[config.mk]
export PLATFORM = sky130hd
export DESIGN_NAME = cordic_vectoring_core_top
export DESIGN_NICKNAME = d
export VERILOG_FILES = /design/src/hdl/cvc_pkg.sv /design/src/hdl/cvc_stage.sv /design/src/hdl/cordic_vectoring_core_top.sv
export SDC_FILE = /design/constraint.sdc
export NUM_CORES = 2
export LEC_CHECK = 0
export ABC_CLOCK_PERIOD_IN_PS = 5800
export BUFFER_PORTS_ARGS = -buffer_cell sky130_fd_sc_hd__clkbuf_2
export CAP_MARGIN = 30
export CORE_ASPECT_RATIO = 0.5
export CORE_MARGIN = 5
export CORE_UTILIZATION = 55
export DETAILED_ROUTE_END_ITERATION = 10
export GPL_TIMING_DRIVEN = 0
export PLACE_DENSITY = 0.69
export SLEW_MARGIN = 40
export SYNTH_ARGS = -nofsm -noshare
export SYNTH_HDL_FRONTEND = slang
export SYNTH_HIERARCHICAL = 1
export SYNTH_SLANG_ARGS = --single-unit
[constraint.sdc]
create_clock -name clock -period 5.8 [get_ports clock]
set_input_delay 1.16 -clock clock [delete_from_list [all_inputs] [get_ports clock]]
set_output_delay 1.16 -clock clock [all_outputs]
set_load 0.03 [all_outputs]
[src/hdl/cvc_pkg.sv]
// ----------------------------------------------------------------------------
// CORDIC vectoring core package
// Shared types and fixed widths for the vectoring pipeline.
// ----------------------------------------------------------------------------
package cvc_pkg;

   localparam int FIELD_WIDTH       = 16;
   localparam int TABLE_INDEX_WIDTH = 4;

   typedef enum logic {
      KIND_LOAD    = 1'b0,
      KIND_COMPUTE = 1'b1
   } kind_type;

   typedef struct packed {
      logic     valid;
      kind_type kind;
   } ctrl_type;

   typedef struct packed {
      logic [TABLE_INDEX_WIDTH-1:0] index;
      logic signed [FIELD_WIDTH-1:0] value;
   } load_type;

endpackage

[src/hdl/cvc_stage.sv]
// ----------------------------------------------------------------------------
// CORDIC vectoring stage
// One micro-rotation with its own angle table entry. A load word passing
// through updates the entry, so words keep their order against the table.
// ----------------------------------------------------------------------------
module cvc_stage #(
   parameter int STAGE      = 0,
   parameter int DATA_WIDTH = 16
) (
   input  logic                         clock,
   input  logic                         reset,
   input  cvc_pkg::ctrl_type            ctrl_in,
   input  cvc_pkg::load_type            load_in,
   input  logic signed [DATA_WIDTH-1:0] x_in,
   input  logic signed [DATA_WIDTH-1:0] y_in,
   input  logic signed [DATA_WIDTH-1:0] z_in,
   output cvc_pkg::ctrl_type            ctrl_ff,
   output cvc_pkg::load_type            load_ff,
   output logic signed [DATA_WIDTH-1:0] x_ff,
   output logic signed [DATA_WIDTH-1:0] y_ff,
   output logic signed [DATA_WIDTH-1:0] z_ff
);
   import cvc_pkg::*;

   localparam logic [TABLE_INDEX_WIDTH-1:0] STAGE_INDEX = TABLE_INDEX_WIDTH'(STAGE);

   logic signed [FIELD_WIDTH-1:0] tab_ff;
   logic                          tab_wr;
   logic signed [DATA_WIDTH-1:0]  angle;
   logic signed [DATA_WIDTH-1:0]  dx;
   logic signed [DATA_WIDTH-1:0]  dy;
   logic                          positive;
   logic signed [DATA_WIDTH-1:0]  x_in_next;
   logic signed [DATA_WIDTH-1:0]  y_in_next;
   logic signed [DATA_WIDTH-1:0]  z_in_next;

   assign tab_wr   = ctrl_in.valid && (ctrl_in.kind == KIND_LOAD) &&
                     (load_in.index == STAGE_INDEX);
   assign angle    = DATA_WIDTH'(tab_ff);
   assign dx       = y_in >>> STAGE;
   assign dy       = x_in >>> STAGE;
   assign positive = !y_in[DATA_WIDTH-1] && (|y_in);

   always_comb begin
      if (positive) begin
         x_in_next = x_in + dx;
         y_in_next = y_in - dy;
         z_in_next = z_in + angle;
      end else begin
         x_in_next = x_in - dx;
         y_in_next = y_in + dy;
         z_in_next = z_in - angle;
      end
   end

   always_ff @(posedge clock) begin
      if (reset) begin
         tab_ff <= '0;
      end else if (tab_wr) begin
         tab_ff <= load_in.value;
      end
   end

   always_ff @(posedge clock) begin
      if (reset) begin
         ctrl_ff <= '0;
      end else begin
         ctrl_ff <= ctrl_in;
      end
   end

   always_ff @(posedge clock) begin
      load_ff <= load_in;
      x_ff    <= x_in_next;
      y_ff    <= y_in_next;
      z_ff    <= z_in_next;
   end

   tab_write_only_on_load: assert property (@(posedge clock) disable iff (reset)
      !$stable(tab_ff) |-> $past(reset) || $past(tab_wr))
      else $error("angle entry changed without a matching load word");

endmodule

[src/hdl/cordic_vectoring_core_top.sv]
// ----------------------------------------------------------------------------
// CORDIC vectoring core
// A word is taken every cycle; busy is never raised. Each compute word gives
// its result on rsp_strobe once it has passed one input register and one
// register stage per micro-rotation. Load words give no result and write the
// angle entry as they pass its stage, so a compute word always sees the table
// as of its own acceptance. The receiver cannot stall; results must be taken
// in the cycle they appear.
// ----------------------------------------------------------------------------
module cordic_vectoring_core_top #(
   parameter int ITERATIONS = 16,
   parameter int DATA_WIDTH = 16
) (
   input  logic                                   clock,
   input  logic                                   reset,
   input  logic                                   start,
   output logic                                   busy,
   input  logic                                   req_kind,
   input  logic signed [cvc_pkg::FIELD_WIDTH-1:0] req_x_in,
   input  logic signed [cvc_pkg::FIELD_WIDTH-1:0] req_y_in,
   input  logic signed [cvc_pkg::FIELD_WIDTH-1:0] req_z_in,
   input  logic [cvc_pkg::TABLE_INDEX_WIDTH-1:0]  req_table_index,
   input  logic signed [cvc_pkg::FIELD_WIDTH-1:0] req_table_value,
   output logic                                   rsp_strobe,
   output logic signed [cvc_pkg::FIELD_WIDTH-1:0] rsp_x_out,
   output logic signed [cvc_pkg::FIELD_WIDTH-1:0] rsp_y_out,
   output logic signed [cvc_pkg::FIELD_WIDTH-1:0] rsp_z_out
);
   import cvc_pkg::*;

   logic                         accept;
   ctrl_type                     ctrl_in;
   load_type                     load_in;

   ctrl_type                     ctrl_ff [ITERATIONS+1];
   load_type                     load_ff [ITERATIONS+1];
   logic signed [DATA_WIDTH-1:0] x_ff    [ITERATIONS+1];
   logic signed [DATA_WIDTH-1:0] y_ff    [ITERATIONS+1];
   logic signed [DATA_WIDTH-1:0] z_ff    [ITERATIONS+1];

   assign busy   = 1'b0;
   assign accept = start && !busy;

   assign ctrl_in.valid = accept;
   assign ctrl_in.kind  = kind_type'(req_kind);
   assign load_in.index = req_table_index;
   assign load_in.value = req_table_value;

   // input register
   always_ff @(posedge clock) begin
      if (reset) begin
         ctrl_ff[0] <= '0;
      end else begin
         ctrl_ff[0] <= ctrl_in;
      end
   end

   always_ff @(posedge clock) begin
      load_ff[0] <= load_in;
      x_ff[0]    <= DATA_WIDTH'(req_x_in);
      y_ff[0]    <= DATA_WIDTH'(req_y_in);
      z_ff[0]    <= DATA_WIDTH'(req_z_in);
   end

   for (genvar i = 0; i < ITERATIONS; i++) begin : g_stage
      cvc_stage #(
         .STAGE      (i),
         .DATA_WIDTH (DATA_WIDTH)
      ) u_stage (
         .clock   (clock),
         .reset   (reset),
         .ctrl_in (ctrl_ff[i]),
         .load_in (load_ff[i]),
         .x_in    (x_ff[i]),
         .y_in    (y_ff[i]),
         .z_in    (z_ff[i]),
         .ctrl_ff (ctrl_ff[i+1]),
         .load_ff (load_ff[i+1]),
         .x_ff    (x_ff[i+1]),
         .y_ff    (y_ff[i+1]),
         .z_ff    (z_ff[i+1])
      );
   end

   assign rsp_strobe = ctrl_ff[ITERATIONS].valid &&
                       (ctrl_ff[ITERATIONS].kind == KIND_COMPUTE);
   assign rsp_x_out  = FIELD_WIDTH'(x_ff[ITERATIONS]);
   assign rsp_y_out  = FIELD_WIDTH'(y_ff[ITERATIONS]);
   assign rsp_z_out  = FIELD_WIDTH'(z_ff[ITERATIONS]);

   compute_gives_result: assert property (@(posedge clock) disable iff (reset)
      accept && (req_kind == KIND_COMPUTE) |-> ##(ITERATIONS+1) rsp_strobe)
      else $error("compute word lost in pipeline");

   load_gives_nothing: assert property (@(posedge clock) disable iff (reset)
      accept && (req_kind == KIND_LOAD) |-> ##(ITERATIONS+1) !rsp_strobe)
      else $error("load word produced a result");

   result_has_source: assert property (@(posedge clock) disable iff (reset)
      rsp_strobe |-> $past(accept && (req_kind == KIND_COMPUTE), ITERATIONS+1))
      else $error("result without a matching compute word");

endmodule
==> run summary <==
Core Rows: 97
FILL cells: 12,200
clk_lat worst skew: 0.78 ns
wire per inst: 15.4 µm
ANT cells: 0
DP Cell Count: 10,500
Mapped Area: 78,300 µm²
Root Driver: clkbuf_16
area growth from synthesis to layout: 9.84%
via count: 57,900
Post-CTS Hold Buffers: 0
DP Worst Slack: 0.207 ns
Ys Warns: 6
Rel. slew slack: 35.7%
Core Area: 141,000 µm²
Setup TNS: 0 ns
element type at the critical path end: register
Max VDD drop: 0.293 mV
CTS Sinks: 1,425
Hold Fails Final Rpt: 0
CP Cell Sequence: clkbuf_1, inv_1, ha_1, or3b_2, o41ai_4, buf_2, buf_1, clkbuf_2, nand2_1, o21ai_0, ha_1, a21o_1, a21oi_1, o21bai_1, a41o_1, a2111oi_0, o21bai_1, a21oi_1, xnor2_1
total wire length: 164 mm
Req. time, crit path: 6.48 ns
Cell Pwr Density: 669 nW/µm²
DRT Pass-1 Iters: 5
Vert. Die Dim: 277 µm
clock skew: 0.0574 ns
pin count of the biggest net entering global routing: 19
Boundary Pins: 122
Post CTS Setup Buffer Count: 0
delay-heaviest family, CP: compound AO/OA/AOI/OAI gates
dpl cell area: 81,300 µm²
Die X-Extent: 543 µm
GR Util All Layers: 21.4%
Mapped Cells: 8,424
design area: 85,900 µm²
TritonCTS clock tree: done
WS Path Type: register to register
grt ovf: 0
share of cells above drive strength 1: 6.85%
clock transition at the registers of the reported paths: 0.06 ns
setup violators final: 0
first-pass GRT wire length: 274 mm
Startpoint Class: register
critical path fanouts, max: 10
Tightest Hold Check Type: register to register
cts bufs inserted: 141
Total Die Area: 150,000 µm²
Initial DRC Count: 2,680
clk buf depth: 4
Tcrit/Tclk final: 93.3%
RePlAce Congestion: 0.938
input/output buffers: 120
initial antenna violation count: 0
fin cells: 10,700
Via-to-Cell Ratio: 5.41
post-route worst setup slack: 0.388 ns
Avg Inst Size Synth: 9.29 µm²
critical path arrival: 6.09 ns
Critical Path Slowest Stage Cell: or3b_2
RSZ-0062 raised after global routing: false
Worst-Margin Slew: 0.965 ns
Post-route DRC: 0
ANT nets after route: 0
fin. max-slew vios: 0
hpwl dp: 129 mm
Max Fclk: 185 MHz
Starting Density: 55.6%
slowest cell delay on critical path: 0.54 ns
Final Critical Period: 5.41 ns
Max-Cap Viols: 0
vias in the first global route: 56,800
H-tree depth: 4
nets@finish: 9,645
status: complete, no violations
Leak: 0.0391 µW
crit path buf inv count: 5
==> power breakdown <==
part	internal, µW	leakage, µW	switching (µW)	total (µW)
clock	5360	0.00227	3740	9090
sequential	12800	0.0119	2300	15200
combinational	14800	0.0249	18400	33200
total	33000	0.0391	24400	57500
==> layout by cell type, fill, tap and decap left out, types with 86 or more instances in the layout <==
master,instances
o21a_1,86
ha_1,811
clkbuf_16,143
o21ai_0,355
xnor2_1,719
nand2_1,459
clkbuf_2,121
a21oi_1,638
nor2b_1,99
xor2_1,298
nand2b_1,98
nor2_1,740
nor3_1,169
nand3_1,137
clkbuf_1,128
inv_1,385
a21o_1,204
mux2i_1,273
dfxtp_1,1425
o31ai_1,122
==> flip-flops by register name, summed over array words and instances, names as in the netlist <==
register and flops:
g_stage.u_stage/ctrl_ff 32, z_ff 16, g_stage.u_stage/z_ff 256, ctrl_ff 2, g_stage.u_stage/angle 256, x_ff 16
g_stage.u_stage/x_ff 256, y_ff 16, g_stage.u_stage/load_ff 300, g_stage.u_stage/y_ff 255, load_ff 20
==> per-layer routing <==
| layer | vias to the layer above | global-route usage, % | share of wire (%) |
|---|---|---|---|
| met5 | - | 0 | 0 |
| met4 | 0 | 7.96 | 3.7 |
| met3 | 373 | 2.85 | 3.0 |
| li1 | 30500 | - | - |
| met1 | 26000 | 25.6 | 44 |
| met2 | 949 | 39.1 | 49 |
==> metrics by stage <==
| step | hold slack [ns] | power, µW | utilization (%) |
|---|---|---|---|
| 2_1_floorplan | 0.322 | 41300 | - |
| 3_3_place_gp | 0.333 | 47800 | 57.8 |
| 3_5_place_dp | 0.334 | 48300 | 57.8 |
| 4_1_cts | 0.340 | 57700 | 61.1 |
| 5_1_grt | 0.346 | 62900 | 61.1 |
| 6_report | 0.342 | 57500 | 61.1 |
==> area by class of cell <==
cell class	count	area [µm²]	area share [%]
Multi-Input combinational cell	6447	47500	55.3
Clock buffer	199	4130	4.80
Clock inverter	40	475	0.553
Timing Repair Buffer	120	601	0.699
Buffer	189	905	1.05
Tap cell	1881	2350	2.74
Sequential cell	1425	28500	33.2
Inverter	389	1460	1.70
==> final timing paths <==
| check | start | to | slack (ns) | cells past startpoint |
|---|---|---|---|---|
| hold reg to reg | g_stage[10].u_stage/load_ff[12]$_DFF_P_ | g_stage[11].u_stage/load_ff[12]$_DFF_P_ | 0.34 | 0 |
| setup reg to reg | g_stage[11].u_stage/y_ff[12]$_DFF_P_ | g_stage[12].u_stage/z_ff[15]$_DFF_P_ | 0.39 | 19 |
| setup / recovery | g_stage[11].u_stage/y_ff[12]$_DFF_P_ | g_stage[12].u_stage/z_ff[15]$_DFF_P_ | 0.39 | 19 |
| hold / removal | g_stage[10].u_stage/load_ff[12]$_DFF_P_ | g_stage[11].u_stage/load_ff[12]$_DFF_P_ | 0.34 | 0 |
==> worst register-to-register path, cell delays in order, from the launching register on <==
cell,delay (ns)
dfxtp_1,0.32
clkbuf_1,0.24
inv_1,0.12
ha_1,0.16
or3b_2,0.54
o41ai_4,0.43
buf_2,0.30
buf_1,0.48
clkbuf_2,0.39
nand2_1,0.09
o21ai_0,0.17
ha_1,0.32
a21o_1,0.18
a21oi_1,0.22
o21bai_1,0.11
a41o_1,0.32
a2111oi_0,0.43
o21bai_1,0.13
a21oi_1,0.19
xnor2_1,0.13
==> timing repair <==
item	4_1_cts	5_1_grt
gates resized for setup	0	2
endpoints found under the setup margin	0	4
hold endpoints to repair	0	0
(Power assumes the default switching activity.)
